$ cat src/matrix_frame_deframer_max_macros.svh
// ----------------------------------------------------------------------------
// Assertion macros for the matrix frame deframer
// Shared concurrent-assertion shorthands, clocked on clk_i and disabled
// while rst_ni is low.
// ----------------------------------------------------------------------------
`ifndef MATRIX_FRAME_DEFRAMER_MAX_MACROS_SVH
`define MATRIX_FRAME_DEFRAMER_MAX_MACROS_SVH

// The consequent must hold in the same cycle as the antecedent.
`define MFDM_ASSERT_SAME(label, ante, cons, msg) \
  label: assert property (@(posedge clk_i) disable iff (!rst_ni) (ante) |-> (cons)) \
    else $error(msg);

// The consequent must hold in the cycle after the antecedent.
`define MFDM_ASSERT_NEXT(label, ante, cons, msg) \
  label: assert property (@(posedge clk_i) disable iff (!rst_ni) (ante) |=> (cons)) \
    else $error(msg);

`endif

$ cat src/mfdm_pkg.sv
// ----------------------------------------------------------------------------
// Matrix frame deframer package
// Frame geometry, field widths, status codes and the shared unit's types.
// ----------------------------------------------------------------------------
package mfdm_pkg;

  // Frame geometry.
  localparam int POINTS    = 16;
  localparam int FRAME_LEN = 2 * POINTS + 5;
  localparam int CHK_POS   = 2 + 2 * POINTS;
  localparam int POS_W     = $clog2(FRAME_LEN);
  localparam int ADDR_W    = (POINTS > 1) ? $clog2(POINTS) : 1;

  // Result field widths.
  localparam int STATUS_W = 2;
  localparam int PIDX_W   = 4;
  localparam int VAL_W    = 16;
  localparam int BYTE_W   = 8;
  localparam int TDATA_W  = 48;

  // Trailer bytes.
  localparam logic [BYTE_W-1:0] CR_BYTE = 8'h0D;
  localparam logic [BYTE_W-1:0] LF_BYTE = 8'h0A;

  // Result status codes.
  localparam logic [STATUS_W-1:0] ST_GOOD        = 2'd0;
  localparam logic [STATUS_W-1:0] ST_BAD_TRAILER = 2'd1;
  localparam logic [STATUS_W-1:0] ST_BAD_CHECK   = 2'd2;

  // Register indexes.
  localparam logic REG_HDR_FIRST  = 1'b0;
  localparam logic REG_HDR_SECOND = 1'b1;

  // Operations of the shared arithmetic and compare unit.
  typedef enum logic [1:0] {
    ALU_ADD8,
    ALU_EQ,
    ALU_GT
  } alu_op_e;

  typedef struct packed {
    logic              flag;
    logic [BYTE_W-1:0] sum;
  } alu_res_t;

endpackage

$ cat src/mfdm_ram.sv
// ----------------------------------------------------------------------------
// Generic RAM
// One write port and one read port with a registered read.
// ----------------------------------------------------------------------------
module mfdm_ram #(
  parameter int WIDTH = 16,
  parameter int DEPTH = 16
) (
  input  logic                                  clk_i,
  input  logic                                  we_i,
  input  logic [((DEPTH > 1) ? $clog2(DEPTH) : 1)-1:0] waddr_i,
  input  logic [WIDTH-1:0]                      wdata_i,
  input  logic                                  re_i,
  input  logic [((DEPTH > 1) ? $clog2(DEPTH) : 1)-1:0] raddr_i,
  output logic [WIDTH-1:0]                      rdata_o
);

  logic [WIDTH-1:0] mem_q [DEPTH];
  logic [WIDTH-1:0] rdata_q;

  // Write port.
  always_ff @(posedge clk_i) begin
    if (we_i) begin
      mem_q[waddr_i] <= wdata_i;
    end
  end

  // Registered read port.
  always_ff @(posedge clk_i) begin
    if (re_i) begin
      rdata_q <= mem_q[raddr_i];
    end
  end

  assign rdata_o = rdata_q;

endmodule

$ cat src/mfdm_alu.sv
// ----------------------------------------------------------------------------
// Shared arithmetic and compare unit
// One 8-bit modulo add, one 16-bit equality or one 16-bit greater-than
// compare per cycle, chosen by the sequencer.
// ----------------------------------------------------------------------------
module mfdm_alu (
  input  mfdm_pkg::alu_op_e           op_i,
  input  logic [mfdm_pkg::VAL_W-1:0]  a_i,
  input  logic [mfdm_pkg::VAL_W-1:0]  b_i,
  output mfdm_pkg::alu_res_t          res_o
);
  import mfdm_pkg::*;

  // Select the operation; the unused part of the result stays zero.
  always_comb begin
    res_o = '0;
    unique case (op_i)
      ALU_ADD8: res_o.sum  = a_i[BYTE_W-1:0] + b_i[BYTE_W-1:0];
      ALU_EQ:   res_o.flag = (a_i == b_i);
      ALU_GT:   res_o.flag = (a_i > b_i);
      default:  res_o      = '0;
    endcase
  end

endmodule

$ cat src/matrix_frame_deframer_max.sv
// ----------------------------------------------------------------------------
// Matrix frame deframer with peak search
// Hunts for a two-byte header, collects little-endian 16-bit points, checks
// an additive checksum and a CR LF trailer, and emits one result per point
// with the frame peak, or one status result for a bad frame.
// ----------------------------------------------------------------------------
//
//  Channel   Direction  Signals                       Content
//  s_axis    in         tvalid tready tdata[7:0]      rx_byte
//  m_axis    out        tvalid tready tdata tuser     one result per transaction
//                       tlast                         tlast = last
//  cfg       in         cfg_we_i cfg_idx_i cfg_data_i header byte writes
//
//  A received byte is accepted and then makes one pass through the shared
//  unit, or a second pass where one is needed: the high byte of a point
//  (peak compare) and a wrong second header byte (first-byte recheck).
//  A good frame end then emits each point through a RAM read, a load and
//  an output step, held by any output stall; a bad frame gives one status
//  result. Reset is asynchronous; the point store needs no clearing pass.
//  No byte is accepted while a result is pending or a byte is in work.
//
module matrix_frame_deframer_max (
  input  logic                              clk_i,
  input  logic                              rst_ni,
  // Received bytes: [7:0] rx_byte.
  input  logic                              s_axis_tvalid,
  output logic                              s_axis_tready,
  input  logic [mfdm_pkg::BYTE_W-1:0]       s_axis_tdata,
  // Results: [3:0] point_index, [19:4] point_value, [23:20] peak_index,
  // [39:24] peak_value, [40] active, [47:41] zero.
  output logic                              m_axis_tvalid,
  input  logic                              m_axis_tready,
  output logic [mfdm_pkg::TDATA_W-1:0]      m_axis_tdata,
  // Result kind: [1:0] status.
  output logic [mfdm_pkg::STATUS_W-1:0]     m_axis_tuser,
  output logic                              m_axis_tlast,
  // Register writes.
  input  logic                              cfg_we_i,
  input  logic                              cfg_idx_i,
  input  logic [mfdm_pkg::BYTE_W-1:0]       cfg_data_i
);
  import mfdm_pkg::*;

  `include "matrix_frame_deframer_max_macros.svh"

  // Sequencer state codes.
  localparam logic [2:0] S_IDLE = 3'd0;
  localparam logic [2:0] S_OP1  = 3'd1;
  localparam logic [2:0] S_OP2  = 3'd2;
  localparam logic [2:0] S_RD   = 3'd3;
  localparam logic [2:0] S_LOAD = 3'd4;
  localparam logic [2:0] S_OUT  = 3'd5;

  // Where in the frame the current byte falls.
  typedef enum logic [2:0] {
    C_HUNT,
    C_SECOND,
    C_PAYLOAD,
    C_CHECK,
    C_CR,
    C_LF
  } pos_cls_e;

  logic [2:0]          state_q, state_d;
  logic [POS_W-1:0]    pos_q, pos_d;
  logic [BYTE_W-1:0]   byte_q, byte_d;
  logic [BYTE_W-1:0]   sum_q, sum_d;
  logic [BYTE_W-1:0]   low_q, low_d;
  logic [VAL_W-1:0]    pk_val_q, pk_val_d;
  logic [ADDR_W-1:0]   pk_idx_q, pk_idx_d;
  logic                chk_q, chk_d;
  logic                cr_q, cr_d;
  logic [ADDR_W-1:0]   emit_q, emit_d;
  logic [BYTE_W-1:0]   hdr_first_q, hdr_second_q;

  logic [STATUS_W-1:0] o_status_q, o_status_d;
  logic [PIDX_W-1:0]   o_pidx_q, o_pidx_d;
  logic [VAL_W-1:0]    o_pval_q, o_pval_d;
  logic [PIDX_W-1:0]   o_kidx_q, o_kidx_d;
  logic [VAL_W-1:0]    o_kval_q, o_kval_d;
  logic                o_act_q, o_act_d;
  logic                o_last_q, o_last_d;

  pos_cls_e            cls;
  logic [POS_W-1:0]    pos_m2;
  logic [ADDR_W-1:0]   pt_idx;
  logic [VAL_W-1:0]    pt_val;
  alu_op_e             alu_op;
  logic [VAL_W-1:0]    alu_a, alu_b;
  alu_res_t            alu_res;
  logic                ram_we, ram_re;
  logic [VAL_W-1:0]    ram_rdata;

  // Classify the byte position and form the point index and value.
  assign pos_m2 = pos_q - POS_W'(2);
  assign pt_idx = pos_m2[ADDR_W:1];
  assign pt_val = {byte_q, low_q};

  always_comb begin
    priority if (pos_q == POS_W'(0)) begin
      cls = C_HUNT;
    end else if (pos_q == POS_W'(1)) begin
      cls = C_SECOND;
    end else if (pos_q < POS_W'(CHK_POS)) begin
      cls = C_PAYLOAD;
    end else if (pos_q == POS_W'(CHK_POS)) begin
      cls = C_CHECK;
    end else if (pos_q == POS_W'(CHK_POS + 1)) begin
      cls = C_CR;
    end else begin
      cls = C_LF;
    end
  end

  // Operand selection for the shared unit.
  always_comb begin
    alu_op = ALU_ADD8;
    alu_a  = '0;
    alu_b  = '0;
    if (state_q == S_OP1) begin
      unique case (cls)
        C_HUNT: begin
          alu_op = ALU_EQ;
          alu_a  = VAL_W'(byte_q);
          alu_b  = VAL_W'(hdr_first_q);
        end
        C_SECOND: begin
          alu_op = ALU_EQ;
          alu_a  = VAL_W'(byte_q);
          alu_b  = VAL_W'(hdr_second_q);
        end
        C_PAYLOAD: begin
          alu_op = ALU_ADD8;
          alu_a  = VAL_W'(sum_q);
          alu_b  = VAL_W'(byte_q);
        end
        C_CHECK: begin
          alu_op = ALU_EQ;
          alu_a  = VAL_W'(byte_q);
          alu_b  = VAL_W'(sum_q);
        end
        C_CR: begin
          alu_op = ALU_EQ;
          alu_a  = VAL_W'(byte_q);
          alu_b  = VAL_W'(CR_BYTE);
        end
        default: begin
          alu_op = ALU_EQ;
          alu_a  = VAL_W'(byte_q);
          alu_b  = VAL_W'(LF_BYTE);
        end
      endcase
    end else if (state_q == S_OP2) begin
      if (cls == C_SECOND) begin
        alu_op = ALU_EQ;
        alu_a  = VAL_W'(byte_q);
        alu_b  = VAL_W'(hdr_first_q);
      end else begin
        alu_op = ALU_GT;
        alu_a  = pt_val;
        alu_b  = pk_val_q;
      end
    end
  end

  mfdm_alu u_alu (
    .op_i  (alu_op),
    .a_i   (alu_a),
    .b_i   (alu_b),
    .res_o (alu_res)
  );

  // Point store: written with the high byte of each point, read at emission.
  assign ram_we = (state_q == S_OP1) && (cls == C_PAYLOAD) && pos_q[0];
  assign ram_re = (state_q == S_RD);

  mfdm_ram #(
    .WIDTH (VAL_W),
    .DEPTH (POINTS)
  ) u_ram (
    .clk_i   (clk_i),
    .we_i    (ram_we),
    .waddr_i (pt_idx),
    .wdata_i (pt_val),
    .re_i    (ram_re),
    .raddr_i (emit_q),
    .rdata_o (ram_rdata)
  );

  // Sequencer.
  always_comb begin
    state_d    = state_q;
    pos_d      = pos_q;
    byte_d     = byte_q;
    sum_d      = sum_q;
    low_d      = low_q;
    pk_val_d   = pk_val_q;
    pk_idx_d   = pk_idx_q;
    chk_d      = chk_q;
    cr_d       = cr_q;
    emit_d     = emit_q;
    o_status_d = o_status_q;
    o_pidx_d   = o_pidx_q;
    o_pval_d   = o_pval_q;
    o_kidx_d   = o_kidx_q;
    o_kval_d   = o_kval_q;
    o_act_d    = o_act_q;
    o_last_d   = o_last_q;
    s_axis_tready = 1'b0;
    m_axis_tvalid = 1'b0;

    unique case (state_q)
      S_IDLE: begin
        s_axis_tready = 1'b1;
        if (s_axis_tvalid) begin
          byte_d  = s_axis_tdata;
          state_d = S_OP1;
        end
      end

      S_OP1: begin
        state_d = S_IDLE;
        unique case (cls)
          C_HUNT: begin
            if (alu_res.flag) begin
              sum_d    = '0;
              low_d    = '0;
              pk_val_d = '0;
              pk_idx_d = '0;
              chk_d    = 1'b0;
              cr_d     = 1'b0;
              pos_d    = POS_W'(1);
            end
          end
          C_SECOND: begin
            sum_d    = '0;
            low_d    = '0;
            pk_val_d = '0;
            pk_idx_d = '0;
            chk_d    = 1'b0;
            cr_d     = 1'b0;
            if (alu_res.flag) begin
              pos_d = POS_W'(2);
            end else begin
              state_d = S_OP2;
            end
          end
          C_PAYLOAD: begin
            sum_d = alu_res.sum;
            if (pos_q[0]) begin
              state_d = S_OP2;
            end else begin
              low_d = byte_q;
              pos_d = pos_q + POS_W'(1);
            end
          end
          C_CHECK: begin
            chk_d = alu_res.flag;
            pos_d = pos_q + POS_W'(1);
          end
          C_CR: begin
            cr_d  = alu_res.flag;
            pos_d = pos_q + POS_W'(1);
          end
          default: begin
            // Final byte: judge the trailer first, then the checksum.
            pos_d = '0;
            if (!cr_q || !alu_res.flag || !chk_q) begin
              o_status_d = (!cr_q || !alu_res.flag) ? ST_BAD_TRAILER : ST_BAD_CHECK;
              o_pidx_d   = '0;
              o_pval_d   = '0;
              o_kidx_d   = '0;
              o_kval_d   = '0;
              o_act_d    = 1'b0;
              o_last_d   = 1'b1;
              state_d    = S_OUT;
            end else begin
              emit_d  = '0;
              state_d = S_RD;
            end
          end
        endcase
      end

      S_OP2: begin
        state_d = S_IDLE;
        if (cls == C_SECOND) begin
          // A wrong second byte may itself start a new header.
          pos_d = alu_res.flag ? POS_W'(1) : POS_W'(0);
        end else begin
          if (alu_res.flag) begin
            pk_val_d = pt_val;
            pk_idx_d = pt_idx;
          end
          pos_d = pos_q + POS_W'(1);
        end
      end

      S_RD: begin
        state_d = S_LOAD;
      end

      S_LOAD: begin
        o_status_d = ST_GOOD;
        o_pidx_d   = PIDX_W'(emit_q);
        o_pval_d   = ram_rdata;
        o_kidx_d   = PIDX_W'(pk_idx_q);
        o_kval_d   = pk_val_q;
        o_act_d    = |pk_val_q;
        o_last_d   = (emit_q == ADDR_W'(POINTS - 1));
        state_d    = S_OUT;
      end

      S_OUT: begin
        m_axis_tvalid = 1'b1;
        if (m_axis_tready) begin
          if (o_last_q) begin
            state_d = S_IDLE;
          end else begin
            emit_d  = emit_q + ADDR_W'(1);
            state_d = S_RD;
          end
        end
      end

      default: begin
        state_d = S_IDLE;
      end
    endcase
  end

  // Control state.
  always_ff @(posedge clk_i or negedge rst_ni) begin
    if (!rst_ni) begin
      state_q  <= S_IDLE;
      pos_q    <= '0;
      sum_q    <= '0;
      low_q    <= '0;
      pk_val_q <= '0;
      pk_idx_q <= '0;
      chk_q    <= 1'b0;
      cr_q     <= 1'b0;
      emit_q   <= '0;
    end else begin
      state_q  <= state_d;
      pos_q    <= pos_d;
      sum_q    <= sum_d;
      low_q    <= low_d;
      pk_val_q <= pk_val_d;
      pk_idx_q <= pk_idx_d;
      chk_q    <= chk_d;
      cr_q     <= cr_d;
      emit_q   <= emit_d;
    end
  end

  // Header registers.
  always_ff @(posedge clk_i or negedge rst_ni) begin
    if (!rst_ni) begin
      hdr_first_q  <= 8'd170;
      hdr_second_q <= 8'd85;
    end else if (cfg_we_i) begin
      unique case (cfg_idx_i)
        REG_HDR_FIRST:  hdr_first_q  <= cfg_data_i;
        REG_HDR_SECOND: hdr_second_q <= cfg_data_i;
        default:        hdr_first_q  <= hdr_first_q;
      endcase
    end
  end

  // Payload registers: the received byte and the output holding register.
  always_ff @(posedge clk_i) begin
    byte_q     <= byte_d;
    o_status_q <= o_status_d;
    o_pidx_q   <= o_pidx_d;
    o_pval_q   <= o_pval_d;
    o_kidx_q   <= o_kidx_d;
    o_kval_q   <= o_kval_d;
    o_act_q    <= o_act_d;
    o_last_q   <= o_last_d;
  end

  // Output packing.
  assign m_axis_tdata = {7'd0, o_act_q, o_kval_q, o_kidx_q, o_pval_q, o_pidx_q};
  assign m_axis_tuser = o_status_q;
  assign m_axis_tlast = o_last_q;

  // A result and a byte transaction are never offered together.
  `MFDM_ASSERT_SAME(a_no_overlap, m_axis_tvalid, !s_axis_tready, "ready while a result is pending")
  // Status results always close their run.
  `MFDM_ASSERT_SAME(a_status_last, m_axis_tvalid && (m_axis_tuser != ST_GOOD), m_axis_tlast,
                    "status result without last")
  // An accepted byte always goes through the shared unit before the next one.
  `MFDM_ASSERT_NEXT(a_busy_after_accept, s_axis_tvalid && s_axis_tready, !s_axis_tready,
                    "byte accepted on back-to-back cycles")
  // Good results carry the emission counter as their index.
  `MFDM_ASSERT_SAME(a_index_match, m_axis_tvalid && (m_axis_tuser == ST_GOOD),
                    m_axis_tdata[PIDX_W-1:0] == PIDX_W'(emit_q), "point index out of step")

endmodule
$ cat config.mk
export PLATFORM = sky130hd
export DESIGN_NAME = matrix_frame_deframer_max
export DESIGN_NICKNAME = d
export VERILOG_FILES = /design/src/mfdm_pkg.sv /design/src/mfdm_ram.sv /design/src/mfdm_alu.sv /design/src/matrix_frame_deframer_max.sv
export VERILOG_INCLUDE_DIRS = /design/src /design/src/src
export SDC_FILE = /design/constraint.sdc
export NUM_CORES = 1
export LEC_CHECK = 0
export ABC_AREA = 1
export BUFFER_PORTS_ARGS = -buffer_cell sky130_fd_sc_hd__buf_4
export CORE_ASPECT_RATIO = 0.75
export CORE_UTILIZATION = 61
export DETAILED_ROUTE_END_ITERATION = 10
export GPL_TIMING_DRIVEN = 0
export PLACE_DENSITY = 0.81
export SLEW_MARGIN = 5
export SYNTH_ARGS = -nofsm -noshare
export SYNTH_HDL_FRONTEND = slang
export SYNTH_SLANG_ARGS = --single-unit
$ cat constraint.sdc
create_clock -name clk_i -period 6.8 [get_ports clk_i]
set_input_delay 1.36 -clock clk_i [delete_from_list [all_inputs] [get_ports clk_i]]
set_output_delay 1.36 -clock clk_i [all_outputs]
set_load 0.01 [all_outputs]
[Word-level counts from Yosys, hierarchy flattened]
Memories as Yosys holds them, arrays and structs flattened. A register that Yosys moved wholly into a read port is not among the register bits.
Index checks and enable logic that the tools add are counted.
Cells by class
  muxes and demuxes: 78
  bitwise operators: 1
  $lt $le $gt $ge: 2
  add/sub/neg operators: 4
  equal/unequal tests: 30
  reduce and logical (&&, ||, !) cells: 34
Operators with widths (number)
  $mux W16: 11
  $pmux W16 S2: 4
  $pmux W8 S3: 2
  $pmux W4 S2: 5
  $pmux W8 S5: 1
  $mux W4: 9
  $mux W8: 4
  $mux W6: 4
  $pmux W6 S4: 1
  $mux W3: 7
  $mux W2: 9
  $ne A2 B2 Y1 const B: 9
  $eq A16 B16 Y1: 1
  $gt A16 B16 Y1: 1
  $reduce_or A16 Y1: 1
  $pmux W3 S5: 1
  $reduce_and A3 Y1: 5
  $eq A3 B2 Y1 const B: 4
  $eq A6 B6 Y1 const B: 2
  $mux W1: 12
  $pmux W6 S2: 1
  $reduce_and A5 Y1: 2
  $eq A3 B3 Y1 const B: 3
  $ne A3 B3 Y1 const B: 3
  other kinds (30): 47
Word-level totals
  memories kept: 1
  word-level logic and storage cells: 170
  flip-flop bits (word level): 119
  bits of input ports: 22
  bits in writable memories: 256
  output and inout bits: 53
Memories
  u_ram.mem_q: words 16, bits a word 16, read ports 1, clocked after Yosys merged registers in 1, write ports 1, RTL line mfdm_ram.sv:18  | logic [WIDTH-1:0] mem_q [DEPTH];

[Logic depth before layout (Yosys ltp)]
  depth after elaboration: 18
  mapped depth: 32
  depth with buffers taken out: 30

[Modules after synthesis]
Synthesis repeated with hierarchy kept, for this count alone.
Unflattened totals
  cells, all modules: 1884
  area total of the unflattened synthesis: 18492.7 um2
By module, submodules not included
  mfdm_ram: area each 11541.1 um2, instances 1, cells an instance 1074, sequential area each 8167.8 um2
  matrix_frame_deframer_max: area each 6089.6 um2, instances 1, cells an instance 671, sequential area each 3248.1 um2
  mfdm_alu: area each 862.1 um2, instances 1, cells an instance 139, sequential area each 0.0 um2

[Worst setup path after synthesis]
No wires, ideal clock.
  path type: reg2reg
  start point: reg pos_q[0]
  end point: reg o_last_q (netlist: m_axis_tlast), enable pin
  stages on the path, launching flop included: 24
  path buffers: 1
  arrival time: 5.318 ns
  slack: 1.022 ns
  cells stage by stage: dfrtp_1 -> inv_1 -> ha_1 -> inv_1 -> nor3_1 -> nor2_2 -> nor2_2 -> nand2_2 -> buf_6 -> nand2_1 -> inv_1 -> a221oi_1 -> ha_1 -> inv_2 -> nand2_1 -> nor3_2 -> nand3_1 -> nor2_1 -> nor2_1 -> nand2_1 -> nand2_1 -> nand4_1 -> o21bai_1 -> a21oi_1
Between the ends
  word-level cells in the longest chain between the ends: 17
Ends and longest elaborated chain
  start, declared: RTL line matrix_frame_deframer_max.sv:65  | logic [POS_W-1:0] pos_q, pos_d;
  start signal, assigned: RTL line matrix_frame_deframer_max.sv:346  | pos_q <= pos_d;
  branches (longest 5 deep; another with $lt A6 B6 Y1)
  $mux W3 *: RTL line matrix_frame_deframer_max.sv:100  | priority if (pos_q == POS_W'(0)) begin
  $eq A3 B1 Y1: RTL line matrix_frame_deframer_max.sv:121, matrix_frame_deframer_max.sv:154, matrix_frame_deframer_max.sv:223
  $mux W16 or $mux W2 (tied branches): RTL line matrix_frame_deframer_max.sv:154  | if (cls == C_SECOND) begin
  $mux W16 or $mux W2 (tied branches): RTL line matrix_frame_deframer_max.sv:153  | end else if (state_q == S_OP2) begin
  $mux W16 or $mux W2 (tied branches): RTL line matrix_frame_deframer_max.sv:120  | if (state_q == S_OP1) begin
  $gt A16 B16 Y1, or another cell as far along: RTL line mfdm_alu.sv:20  | ALU_GT: res_o.flag = (a_i > b_i);
  $pmux W1 S2: RTL line mfdm_alu.sv:17  | unique case (op_i)
  $logic_not A1 Y1: RTL line matrix_frame_deframer_max.sv:268  | if (!cr_q || !alu_res.flag || !chk_q) begin
  $logic_or A1 B1 Y1 (2 in a row): RTL line matrix_frame_deframer_max.sv:268
  $ne A2 B1 Y1 (no line)
  $reduce_and A3 Y1 (no line) *
  end signal, assigned: RTL line matrix_frame_deframer_max.sv:380  | o_last_q <= o_last_d;
  end, declared: RTL line matrix_frame_deframer_max.sv:82  | logic o_last_q, o_last_d;
Every way passes the cells marked *.
A chain may end at the register's enable or synchronous reset.

[Worst setup path after layout]
  start point: reg pos_q[1]
  end point: reg o_kval_q[3], enable pin
Between the ends
  word-level cells in the longest chain between the ends: 17
Ends and longest elaborated chain
  branches (longest 5 deep; another with $lt A6 B6 Y1)
  $mux W3 *: RTL line matrix_frame_deframer_max.sv:100
  $eq A3 B1 Y1: RTL line matrix_frame_deframer_max.sv:121, matrix_frame_deframer_max.sv:154, matrix_frame_deframer_max.sv:223
  $mux W16 or $mux W2 (tied branches): RTL line matrix_frame_deframer_max.sv:154
  $mux W16 or $mux W2 (tied branches): RTL line matrix_frame_deframer_max.sv:153
  $mux W16 or $mux W2 (tied branches): RTL line matrix_frame_deframer_max.sv:120
  $gt A16 B16 Y1, or another cell as far along: RTL line mfdm_alu.sv:20
  $pmux W1 S2: RTL line mfdm_alu.sv:17
  $logic_not A1 Y1: RTL line matrix_frame_deframer_max.sv:268
  $logic_or A1 B1 Y1 (2 in a row): RTL line matrix_frame_deframer_max.sv:268
  $ne A2 B1 Y1 (no line)
  $reduce_and A3 Y1 (no line) *
  end signal, assigned: RTL line matrix_frame_deframer_max.sv:378  | o_kval_q <= o_kval_d;
  end, declared: RTL line matrix_frame_deframer_max.sv:80  | logic [VAL_W-1:0] o_kval_q, o_kval_d;
Marks and branches as above.

==> reports/metrics.cfg <==
[placed_design]
portBuffers = 67
place_congestion = 1.01
dp_slack_ns = 1.61
hpwl_mm = 33.3

[sta]
max_freq_ghz = 0.184
finalSetupViolCount = 0
fin_setup_tns_ns = 0
tightest_slew_ns = 1.05
worst_slack_ns = 1.38
maxSlewViolCount = 0
period_needed_ns = 5.42
slew_headroom_pct = 29.9
fin_crit_sh_pct = 79.8
hold_viol = 0
skew_ns = 0.0278
holdWs_ns = 0.491
rsz0062_at_grt = no

[synthesis]
ys_top_cells_by_count = edfxtp_1, nand2_1, nor2_1
synth_ff_type = edfxtp_1
synthMostInstantiatedCell = edfxtp_1
ys_warn_count = 0
synth_area_leaders = edfxtp_1, dfrtp_1, nand2_1
synth_top_cell_by_area = edfxtp_1
synth-async-reset-ratio_pct = 17.1
synth_cell_types = 50
syn_area_per_cell_sq_um = 11.2
yosysSeqAreaShare_pct = 67.3
synth-edff-count = 324
synthCells = 1509
synth_top_area_share_pct = 57.3
synth.cell_area_sq_um = 17000
synth-seq-cells = 391

[worst_setup_path]
crit_family = buffers and inverters
worst-path-buf-inv = 6
cpMaxStageDelayCell = dfrtp_1
critPathMaxFanout = 33
crit_required_ns = 7.01
slowest_delay_ns = 0.60
cp.arrival_ns = 5.64
critPathLaunchType = flip-flop
cp_num_cells = 23
critPathKind = flip-flop to flip-flop
worst_setup_path_end_kind = flip-flop
path_cells = inv_1 > ha_1 > nand3_2 > nand2_1 > buf_2 > nand2_1 > clkbuf_1 > o22ai_1 > a21oi_1 > inv_1 > ha_1 > inv_2 > nand2_1 > nor3_2 > nand3_1 > nor2_1 > nor2_1 > nand2_1 > nand2_1 > nand4_1 > o21bai_1 > a21oi_4 > buf_12
cp_common_cell = nand2_1
reg2regPathDepth = 23

[die]
coreArea_sq_um = 27100
ios = 75
die_h_microns = 146
fp-row-count = 52
initial_core_util_pct = 62.5
die_area_sq_um = 28500
die_x_microns = 195

[cts]
post_cts_buffers = 0
worstSkewPairLatency_ns = 0.54
cts.path.max_buffers = 3
cts_tree = built
htreeDepth = 2
cts.reportedPaths.clkPinSlew_ns = 0.06
numClockSinks = 391
ctsResizeCount = 0
cts_hold_buf = 0
cts_buffers = 37
cts_root_buf = clkbuf_16

[pwr]
p_per_area_nw_per_um2 = 403
p_leak_uw = 0.00740
vdd_drop_max_mv = 0.336

[drt]
vias_per_cell = 6.31
first_pass_iters = 6
drt_iter0_drc = 2035
route.detailed.drc = 0
drtAntennaViolNets = 0
wire_per_inst_microns = 23.9
finalWirelength_mm = 48.1
via_count = 12700

[grt]
grt_max_degree = 68
grt_antenna_before_repair = 2
overflow = 0
grt_first_pass_wirelength_mm = 71.4
grt_pass1_vias = 11900
grt_usage_pct = 34.2

[hold_path]
hold_path_class = flip-flop to flip-flop
worstHoldPathCells = 2

[final_layout]
area_growth_pct = 13.9
fin_util_pct = 71.2
nNetsFinal = 1697
drive_gt1_share_pct = 11.9

[status]
outcome = complete, no violations

[flow_run]
maxCapViolations = 0

==> sequential cells by signal (all words and copies together), names as in the netlist, 4 cells and up <==
signal,flops
byte_q,8
emit_q,4
hdr_first_q,8
hdr_second_q,8
low_q,8
o_kidx_q,4
o_kval_q,16
o_pidx_q,4
o_pval_q,16
pk_idx_q,4
pk_val_q,16
pos_q,6
sum_q,8
u_ram.mem_q,256
u_ram.rdata_o,16
==> per-layer routing <==
layer | wire, microns | GRT usage [%] | up-vias
met5 | 0 | 0 | -
met1 | 19200 | 52.0 | 6016
met4 | 1290 | 10.5 | 0
li1 | - | - | 5562
met2 | 19800 | 46.7 | 1039
met3 | 7860 | 11.2 | 102
==> power breakdown <==
| group | switching, uW | internal (uW) |
|---|---|---|
| clock | 869 | 1040 |
| combinational | 1710 | 737 |
| sequential | 354 | 3080 |
| total | 2930 | 4850 |
==> stage by stage <==
step / std cells / area [sq um] / total power [uW]
global placement: 1933 / 17900 / 5720
floorplan: 1515 / 17000 / 4790
CTS: 2015 / 19300 / 7680
global route: 2015 / 19300 / 8090
detailed placement: 1950 / 18200 / 5800
finish: 2016 / 19300 / 7780
==> kinds of logic (layout without fill, tap and decap cells) <==
| group | after synthesis | after routing | share of synthesized area [%] |
|---|---|---|---|
| AO/OA/AOI/OAI | 325 | 325 | 11.3 |
| XOR/XNOR | 10 | 10 | 0.516 |
| adder cells (fa/ha/maj) | 37 | 37 | 2.77 |
| buffers and inverters | 219 | 368 | 5.20 |
| flip-flops | 391 | 391 | 67.3 |
| AND/OR/NAND/NOR | 526 | 526 | 12.9 |
| other | 1 | 8 | 0.0221 |
==> layout make-up <==
class	count	area, sq um
flip-flops and latches	391	11400
fillers	1875	7800
multi-input cells	905	4750
clock buffers	46	960
repair buffers	84	759
inverters	141	532
well taps	351	439
plain buffers	78	350
clock inverters	19	123
diodes	1	2.50
==> path summary, 6_finish.rpt <==
kind | startpoint | endpoint | slack, ns
worst max-delay path | pos_q[1] | o_kval_q[3] | 1.38
worst min-delay path | hdr_first_q[6] | hdr_first_q[6] | 0.49
worst max register to register | pos_q[1] | o_kval_q[3] | 1.38
worst min register to register | hdr_first_q[6] | hdr_first_q[6] | 0.49
max in group asynchronous | rst_ni | hdr_second_q[3] | 5.24
min in group asynchronous | rst_ni | pk_val_q[13] | 0.95
==> cells in the final DEF, fill, tap and decap left out, drive strengths merged, types with 4 or more instances in the layout <==
master  instances
edfxtp        324
nand2         252
nor2          175
o21ai         162
inv           140
buf           104
clkbuf        104
a21oi          68
nand3          63
dfrtp          59
ha             36
a221oi         28
o22ai          27
o221ai         18
clkinv         18
nand4          17
nor3           10
xor2            8
dfstp           8
conb            7
nor4            6
o211ai          5
a211oi          4
==> worst reg2reg max path, cell delays in order (launching register included) <==
cell and delay, ns:
dfrtp_1 0.60, inv_1 0.20, ha_1 0.25, nand3_2 0.19, nand2_1 0.16, buf_2 0.25, nand2_1 0.11, clkbuf_1 0.55
o22ai_1 0.16, a21oi_1 0.24, inv_1 0.08, ha_1 0.30, inv_2 0.09, nand2_1 0.08, nor3_2 0.19, nand3_1 0.19
nor2_1 0.17, nor2_1 0.05, nand2_1 0.06, nand2_1 0.07, nand4_1 0.14, o21bai_1 0.14, a21oi_4 0.55, buf_12 0.29
No activity file was read; power rests on OpenSTA's default activity.
